==> config.mk <==
export PLATFORM = sky130hd
export DESIGN_NAME = fifo_replacement_key_cache_unit
export DESIGN_NICKNAME = d
export VERILOG_FILES = /design/src/hdl/fkc_pkg.sv /design/src/hdl/fkc_slot_cell.sv /design/src/hdl/fifo_replacement_key_cache_unit.sv
export SDC_FILE = /design/constraint.sdc
export NUM_CORES = 2
export LEC_CHECK = 0
export ABC_AREA = 0
export BUFFER_PORTS_ARGS = -buffer_cell sky130_fd_sc_hd__buf_2
export CELL_PAD_IN_SITES_DETAIL_PLACEMENT = 0
export CELL_PAD_IN_SITES_GLOBAL_PLACEMENT = 2
export CORE_UTILIZATION = 42
export DETAILED_ROUTE_END_ITERATION = 7
export MAX_ROUTING_LAYER = met4
export PLACE_DENSITY = 0.82
export REMOVE_ABC_BUFFERS = 1
export SLEW_MARGIN = 20
export SYNTH_ARGS = -nofsm -noshare
export SYNTH_HDL_FRONTEND = slang
export SYNTH_SLANG_ARGS = --single-unit
==> constraint.sdc <==
create_clock -name clk_i -period 4.6 [get_ports clk_i]
set_input_delay 0.46 -clock clk_i [delete_from_list [all_inputs] [get_ports clk_i]]
set_output_delay 0.46 -clock clk_i [all_outputs]
set_load 0.1 [all_outputs]
==> src/hdl/fkc_pkg.sv <==
// Shared types and constants for the FIFO-replacement key cache.
// Used by the slot cell and by the top level; depends on nothing else.
package fkc_pkg;

  localparam int unsigned CFG_W       = 5;
  localparam int unsigned OUT_IDX_W   = 4;
  localparam int unsigned CNT_BITS    = 32;
  localparam int unsigned KEY_PORT_W  = 64;
  localparam logic [CFG_W-1:0] SLOTS_RESET = 5'd16;

  // Search request as it walks down the row of slot cells.
  typedef struct packed {
    logic live;
    logic found;
  } fkc_tok_t;

endpackage

==> src/hdl/fkc_slot_cell.sv <==
// One slot of the key cache: stored key, valid mark and one stage of the
// search chain. Depends on fkc_pkg for the search request type.
module fkc_slot_cell import fkc_pkg::*; #(
  parameter int unsigned KEY_BITS = 64,
  parameter int unsigned IDX_W    = 4,
  parameter int unsigned CNT_W    = 5,
  parameter int unsigned SLOT     = 0
) (
  input  logic                clk_i,
  input  logic                rst_ni,
  input  logic [CNT_W-1:0]    active_n_i,
  input  fkc_tok_t            tok_i,
  input  logic [KEY_BITS-1:0] key_i,
  input  logic [IDX_W-1:0]    fidx_i,
  input  logic                wr_en_i,
  input  logic [IDX_W-1:0]    wr_idx_i,
  input  logic [KEY_BITS-1:0] wr_key_i,
  output fkc_tok_t            tok_o,
  output logic [KEY_BITS-1:0] key_o,
  output logic [IDX_W-1:0]    fidx_o
);

  logic [KEY_BITS-1:0] slot_key_q;
  logic                valid_q;
  fkc_tok_t            tok_d, tok_q;
  logic [KEY_BITS-1:0] key_q;
  logic [IDX_W-1:0]    fidx_d, fidx_q;
  logic                active;
  logic                hit_here;

  // Slots at or above the configured count take no part in the search.
  assign active   = CNT_W'(SLOT) < active_n_i;
  assign hit_here = tok_i.live && !tok_i.found && valid_q && active &&
                    (slot_key_q == key_i);

  always_comb begin
    tok_d.live  = tok_i.live;
    tok_d.found = tok_i.found | hit_here;
    fidx_d      = hit_here ? IDX_W'(SLOT) : fidx_i;
  end

  always_ff @(posedge clk_i or negedge rst_ni) begin
    if (!rst_ni) begin
      valid_q <= 1'b0;
      tok_q   <= '0;
    end else begin
      tok_q <= tok_d;
      if (wr_en_i && (wr_idx_i == IDX_W'(SLOT))) begin
        valid_q <= 1'b1;
      end
    end
  end

  always_ff @(posedge clk_i) begin
    key_q  <= key_i;
    fidx_q <= fidx_d;
    if (wr_en_i && (wr_idx_i == IDX_W'(SLOT))) begin
      slot_key_q <= wr_key_i;
    end
  end

  assign tok_o  = tok_q;
  assign key_o  = key_q;
  assign fidx_o = fidx_q;

endmodule

==> src/hdl/fifo_replacement_key_cache_unit.sv <==
// Fully associative key cache with FIFO replacement, top level.
// A request's search walks through the row of MAX_SLOTS slot cells, one cell a cycle, and its
// result strobe is registered after the last cell.
// A new request is taken only when idle; busy stays high until the result.
// Reset clears valid marks, replacement pointer, counters and sets the slot count to 16.
// Results are shown for one cycle on done_o; the receiver cannot stall. Uses fkc_slot_cell.
module fifo_replacement_key_cache_unit import fkc_pkg::*; #(
  parameter int unsigned MAX_SLOTS = 16,
  parameter int unsigned KEY_BITS  = 64
) (
  input  logic                  clk_i,
  input  logic                  rst_ni,
  input  logic                  start,
  output logic                  busy,
  input  logic [KEY_PORT_W-1:0] lookup_key_i,
  output logic                  done_o,
  output logic                  hit_o,
  output logic [OUT_IDX_W-1:0]  slot_index_o,
  output logic [CNT_BITS-1:0]   hit_total_o,
  output logic [CNT_BITS-1:0]   miss_total_o,
  input  logic                  cfg_valid_i,
  output logic                  cfg_ready_o,
  input  logic [CFG_W-1:0]      cfg_data_i
);

  localparam int unsigned IDX_W = $clog2(MAX_SLOTS);
  localparam int unsigned CNT_W = $clog2(MAX_SLOTS + 1);
  localparam int unsigned CMP_W = (CNT_W > CFG_W) ? CNT_W : CFG_W;

  logic [CFG_W-1:0]    slots_q;
  logic [CMP_W-1:0]    cfg_ext;
  logic [CMP_W-1:0]    clamp_n;
  logic [CNT_W-1:0]    active_n;
  logic                busy_q;
  logic                accept;
  logic [IDX_W-1:0]    ptr_d, ptr_q;
  logic [IDX_W-1:0]    fill_idx;
  logic [CNT_W-1:0]    fill_inc;
  logic [CNT_BITS-1:0] hit_cnt_q, miss_cnt_q;
  logic                done_q, hit_q;
  logic [IDX_W-1:0]    out_idx_q;
  logic                end_live, wr_en;

  fkc_tok_t            tok_c  [MAX_SLOTS+1];
  logic [KEY_BITS-1:0] key_c  [MAX_SLOTS+1];
  logic [IDX_W-1:0]    fidx_c [MAX_SLOTS+1];

  // Slot count: zero acts as one, anything above the row length as the row length.
  assign cfg_ext  = CMP_W'(slots_q);
  assign clamp_n  = (cfg_ext == '0) ? CMP_W'(1) :
                    (cfg_ext > CMP_W'(MAX_SLOTS)) ? CMP_W'(MAX_SLOTS) : cfg_ext;
  assign active_n = CNT_W'(clamp_n);

  assign cfg_ready_o = 1'b1;
  assign busy        = busy_q;
  assign accept      = start && !busy_q;

  assign tok_c[0].live  = accept;
  assign tok_c[0].found = 1'b0;
  assign key_c[0]       = lookup_key_i[KEY_BITS-1:0];
  assign fidx_c[0]      = '0;

  for (genvar g = 0; g < MAX_SLOTS; g++) begin : g_cell
    fkc_slot_cell #(
      .KEY_BITS (KEY_BITS),
      .IDX_W    (IDX_W),
      .CNT_W    (CNT_W),
      .SLOT     (g)
    ) u_cell (
      .clk_i      (clk_i),
      .rst_ni     (rst_ni),
      .active_n_i (active_n),
      .tok_i      (tok_c[g]),
      .key_i      (key_c[g]),
      .fidx_i     (fidx_c[g]),
      .wr_en_i    (wr_en),
      .wr_idx_i   (fill_idx),
      .wr_key_i   (key_c[MAX_SLOTS]),
      .tok_o      (tok_c[g+1]),
      .key_o      (key_c[g+1]),
      .fidx_o     (fidx_c[g+1])
    );
  end

  assign end_live = tok_c[MAX_SLOTS].live;
  assign wr_en    = end_live && !tok_c[MAX_SLOTS].found;

  // A pointer left beyond a lowered slot count restarts at slot zero.
  assign fill_idx = (CNT_W'(ptr_q) < active_n) ? ptr_q : '0;
  assign fill_inc = CNT_W'(fill_idx) + CNT_W'(1);
  assign ptr_d    = (fill_inc == active_n) ? '0 : IDX_W'(fill_inc);

  always_ff @(posedge clk_i or negedge rst_ni) begin
    if (!rst_ni) begin
      slots_q    <= SLOTS_RESET;
      busy_q     <= 1'b0;
      ptr_q      <= '0;
      hit_cnt_q  <= '0;
      miss_cnt_q <= '0;
      done_q     <= 1'b0;
    end else begin
      if (cfg_valid_i) begin
        slots_q <= cfg_data_i;
      end
      done_q <= end_live;
      if (accept) begin
        busy_q <= 1'b1;
      end else if (end_live) begin
        busy_q <= 1'b0;
      end
      if (end_live) begin
        if (tok_c[MAX_SLOTS].found) begin
          if (hit_cnt_q != '1) begin
            hit_cnt_q <= hit_cnt_q + CNT_BITS'(1);
          end
        end else begin
          ptr_q <= ptr_d;
          if (miss_cnt_q != '1) begin
            miss_cnt_q <= miss_cnt_q + CNT_BITS'(1);
          end
        end
      end
    end
  end

  always_ff @(posedge clk_i) begin
    if (end_live) begin
      hit_q     <= tok_c[MAX_SLOTS].found;
      out_idx_q <= tok_c[MAX_SLOTS].found ? fidx_c[MAX_SLOTS] : fill_idx;
    end
  end

  assign done_o       = done_q;
  assign hit_o        = hit_q;
  assign slot_index_o = OUT_IDX_W'(out_idx_q);
  assign hit_total_o  = hit_cnt_q;
  assign miss_total_o = miss_cnt_q;

  a_done_not_busy : assert property (@(posedge clk_i) disable iff (!rst_ni)
    done_o |-> !busy)
    else $error("result strobe while a request is still in flight");

  a_accept_busy : assert property (@(posedge clk_i) disable iff (!rst_ni)
    accept |=> busy)
    else $error("busy not raised after an accepted request");

  a_fill_in_range : assert property (@(posedge clk_i) disable iff (!rst_ni)
    wr_en |-> (CNT_W'(fill_idx) < active_n))
    else $error("fill slot outside the slots in use");

  a_hit_counted : assert property (@(posedge clk_i) disable iff (!rst_ni)
    (done_o && hit_o) |-> ((hit_total_o != $past(hit_total_o)) || (hit_total_o == '1)))
    else $error("hit reported without counting it");

  a_miss_counted : assert property (@(posedge clk_i) disable iff (!rst_ni)
    (done_o && !hit_o) |-> ((miss_total_o != $past(miss_total_o)) || (miss_total_o == '1)))
    else $error("miss reported without counting it");

endmodule

==> reports/results.txt <==
Synth cell types -> 62
Nets -> 4619
Setup crit start kind -> flop
Pre-CTS setup slack -> 0.8919 ns
CTS Buffer Depth -> 3
Synthesized area per cell -> 17.12 µm²
Grt ovf -> 0
Largest net degree at the start of global routing -> 102
Peak supply drop -> 0.4182 mV
Initial antenna violation count -> 19
Fillers -> 13490
TritonRoute pass-1 iters -> 5
Drt via density -> 4.882
Skew-Pair Late Insertion Delay -> 0.84 ns
Final Power -> 40.58 mW
DRT Wirelength -> 185.7 mm
Synth Cell Area -> 69460 µm²
Most frequent cells in the layout -> dfxtp_1 (1053), edfxtp_1 (1029), xor2_1 (635)
Leakage -> 29.64 nW
Run status -> finished clean
Post-DP HPWL -> 139.4 mm
Psw -> 8.987 mW
Chip Width -> 408.7 µm
Number of global-route vias before repair -> 33890
Max_cap viols -> 0
Num Clock Sinks -> 2225
Placed insts -> 6432
Iter 0 DRT Violations -> 2801
First-pass GRT wire length -> 255.8 mm
I/O pin total -> 145
Number of synthesized flops with an enable pin -> 1029
Via count -> 33640
Sequential fraction of design power -> 54.2%
Total GRT Usage -> 22.69%
Final WS setup -> 0.8314 ns
Most common cell after layout, fill and taps aside -> dfxtp_1
PwrDens -> 499.2 nW/µm²
Logic pwr share -> 4.0%
Fin util -> 49.71%
Post-Syn Instances -> 4057
Sequential area share after synthesis -> 79.84%
Max_slew headroom -> 8.299%
CP Cell Sequence -> nor2b_1 -> inv_1 -> ha_1 -> a211oi_1 -> nor2_1 -> o21ai_1 -> buf_4 -> nand2_1 -> inv_1 -> ha_1 -> buf_4 -> and2_4 -> buf_12
Area delta synth->final -> 17.02%
Setup TNS -> 0 ns
Required @ worst endpoint -> 5.11 ns
Final Hold Fails -> 0
CTS tree -> done
Root buffer cell -> clkbuf_16
# hold bufs at CTS -> 78
Setup violators final -> 0
Slowest cell on crit path -> dfstp_2
Maximum fanout along the worst path -> 24
Sw frac -> 22.15%
Clock slew at reported path FFs -> 0.07 ns
Core area -> 163500 µm²
Die Y -> 408.7 µm
Pint -> 31.59 mW
Die ar. -> 167000 µm²
IO buf count -> 143
Post-synthesis async set-or-reset flop share -> 5.528%
Row count -> 148
Worst hold path class -> in -> reg
Cts repair resizes -> 0
Ys flop type -> dfxtp_1
Final period util -> 81.93%
Worst slew pin tran -> 1.363 ns
WP buf/inv -> 5
Warnings from Yosys -> 0
Delay-heaviest family, CP -> buffers and inverters
Yosys reg bits -> 2225
TritonCTS buffer count -> 200
DRC errors left -> 0
Fmax -> 0.2653 GHz
Worst Path Arrival -> 4.28 ns
Clock Power Share -> 41.8%
CP max stage delay -> 0.66 ns
CP Class -> reg -> reg
Fin Clk Skew -> 0.03909 ns
CTS H-tree lvls -> 4
Final slew viol count -> 0
DR WL/cell -> 26.95 µm
Layout Cells excl Fill -> 6889
Initial Util -> 42.48%
Worst Setup End Kind -> flop
Share of layout cells above drive strength 1 -> 13.22%
Antenna viol nets, final -> 0
Setup Fix Bufs, Post-CTS -> 0
RSZ-0062 raised after global routing -> false
Final min period -> 3.769 ns
Routability cong. -> 0.9460
==> Yosys cell counts (2+ instances only) <==
cell | n | area [µm²]
buf_2 | 2 | 10.01
nor4_1 | 192 | 1201
nand3_1 | 49 | 245.2
nor2b_1 | 18 | 112.6
or2_2 | 28 | 175.2
inv_1 | 30 | 112.6
nor4b_1 | 2 | 17.52
a21oi_1 | 8 | 40.04
a311oi_1 | 2 | 17.52
and2_1 | 27 | 168.9
and4_1 | 5 | 43.79
o22ai_1 | 3 | 18.77
xor2_1 | 635 | 5562
nand3_2 | 2 | 20.02
a2111oi_0 | 5 | 43.79
o21ai_0 | 18 | 90.09
xnor2_1 | 443 | 3880
a21o_1 | 12 | 90.09
nor3_1 | 22 | 110.1
nand2b_1 | 23 | 143.9
a221oi_1 | 3 | 26.28
edfxtp_1 | 1029 | 30900
or4_1 | 6 | 45.04
mux2_2 | 4 | 45.04
dfxtp_1 | 1073 | 21480
dfrtp_1 | 122 | 3053
ha_1 | 9 | 112.6
or3_1 | 4 | 25.02
clkbuf_1 | 15 | 56.30
nand2_1 | 40 | 150.1
a41oi_1 | 2 | 17.52
and3_1 | 7 | 43.79
or4_4 | 2 | 22.52
nor4_2 | 3 | 37.54
nand4_1 | 154 | 963.4
nor2_1 | 27 | 101.4
o31ai_1 | 2 | 15.01
a211oi_1 | 5 | 37.54
==> stage by stage <==
stage          hold WS [ns]  area (µm²)
2_1_floorplan        0.1644       69380
3_3_place_gp         0.3417       73660
3_5_place_dp         0.3471       73700
4_1_cts              0.2320       81280
5_1_grt              0.2668       81280
6_report             0.2794       81280
==> layer usage <==
| layer | vias up | wire, µm | share of wire [%] | global-route usage [%] |
|---|---|---|---|---|
| met4 | 0 | 8223 | 4.4 | 9.932 |
| met1 | 17000 | 74860 | 40 | 26.87 |
| met3 | 269 | 8439 | 4.5 | 2.840 |
| met2 | 1018 | 94150 | 51 | 38.78 |
| li1 | 15350 | - | - | - |
| met5 | - | 0 | 0 | - |
==> layout make-up <==
type                       count  area (µm²)  share of cell area, %
tap                         2175        2721                  3.348
sequential                  2225       55480                  68.26
inverter                      30       112.6                 0.1385
clock inverter               101        1151                  1.416
multi-input combinational   1783       13880                  17.07
antenna                        2       5.005               0.006157
timing repair buffer         297        2283                  2.809
clock buffer                 276        5647                  6.947
==> power by group through the flow <==
stage / logic (mW) / registers (mW) / clock network [mW]
2_1_floorplan: 0.749 / 22.2 / 0
3_3_place_gp: 1.58 / 22.4 / 0
3_5_place_dp: 1.58 / 22.4 / 0
4_1_cts: 1.64 / 22.0 / 17.1
5_1_grt: 1.73 / 22.0 / 17.9
6_report: 1.64 / 22.0 / 17.0
==> flip-flops by register name (all words and copies together) (netlist names) <==
register	cells
g_cell.u_cell.key_o	1024
ptr_q	4
g_cell.u_cell.valid_q	16
g_cell.u_cell.fidx_o	49
miss_total_o	32
done_o	1
hit_o	1
busy	1
g_cell.u_cell.slot_key_q	1024
g_cell.u_cell.tok_o	32
hit_total_o	32
cfg_ext	5
slot_index_o	4
==> worst paths after layout <==
kind | depth (start not counted) | start | end | slack, ns
worst max-delay path | 13 | cfg_ext[4]$_DFFE_PN1P_ | g_cell[15].u_cell.slot_key_q[17]$_DFFE_PP_ | 0.83
worst max register to register | 13 | cfg_ext[4]$_DFFE_PN1P_ | g_cell[15].u_cell.slot_key_q[17]$_DFFE_PP_ | 0.83
min in group asynchronous | 2 | rst_ni | miss_total_o[10]$_DFFE_PN0P_ | 0.36
max in group asynchronous | 3 | rst_ni | g_cell[1].u_cell.tok_o[1]$_DFF_PN0_ | 3.29
worst min register to register | 0 | g_cell[14].u_cell.key_o[24]$_DFF_P_ | g_cell[15].u_cell.key_o[24]$_DFF_P_ | 0.35
worst min-delay path | 2 | lookup_key_i[18] | g_cell[0].u_cell.key_o[18]$_DFF_P_ | 0.28
==> kinds of logic after synthesis <==
family | share of synthesized area, %
flip-flops | 79.84
XOR/XNOR | 13.59
AND/OR/NAND/NOR | 5.314
AO/OA/AOI/OAI | 0.7116
buffers and inverters | 0.2846
adder cells (fa/ha/maj) | 0.1621
multiplexers | 0.08645
other | 0.005399
Power figures use the tool's default switching activity.
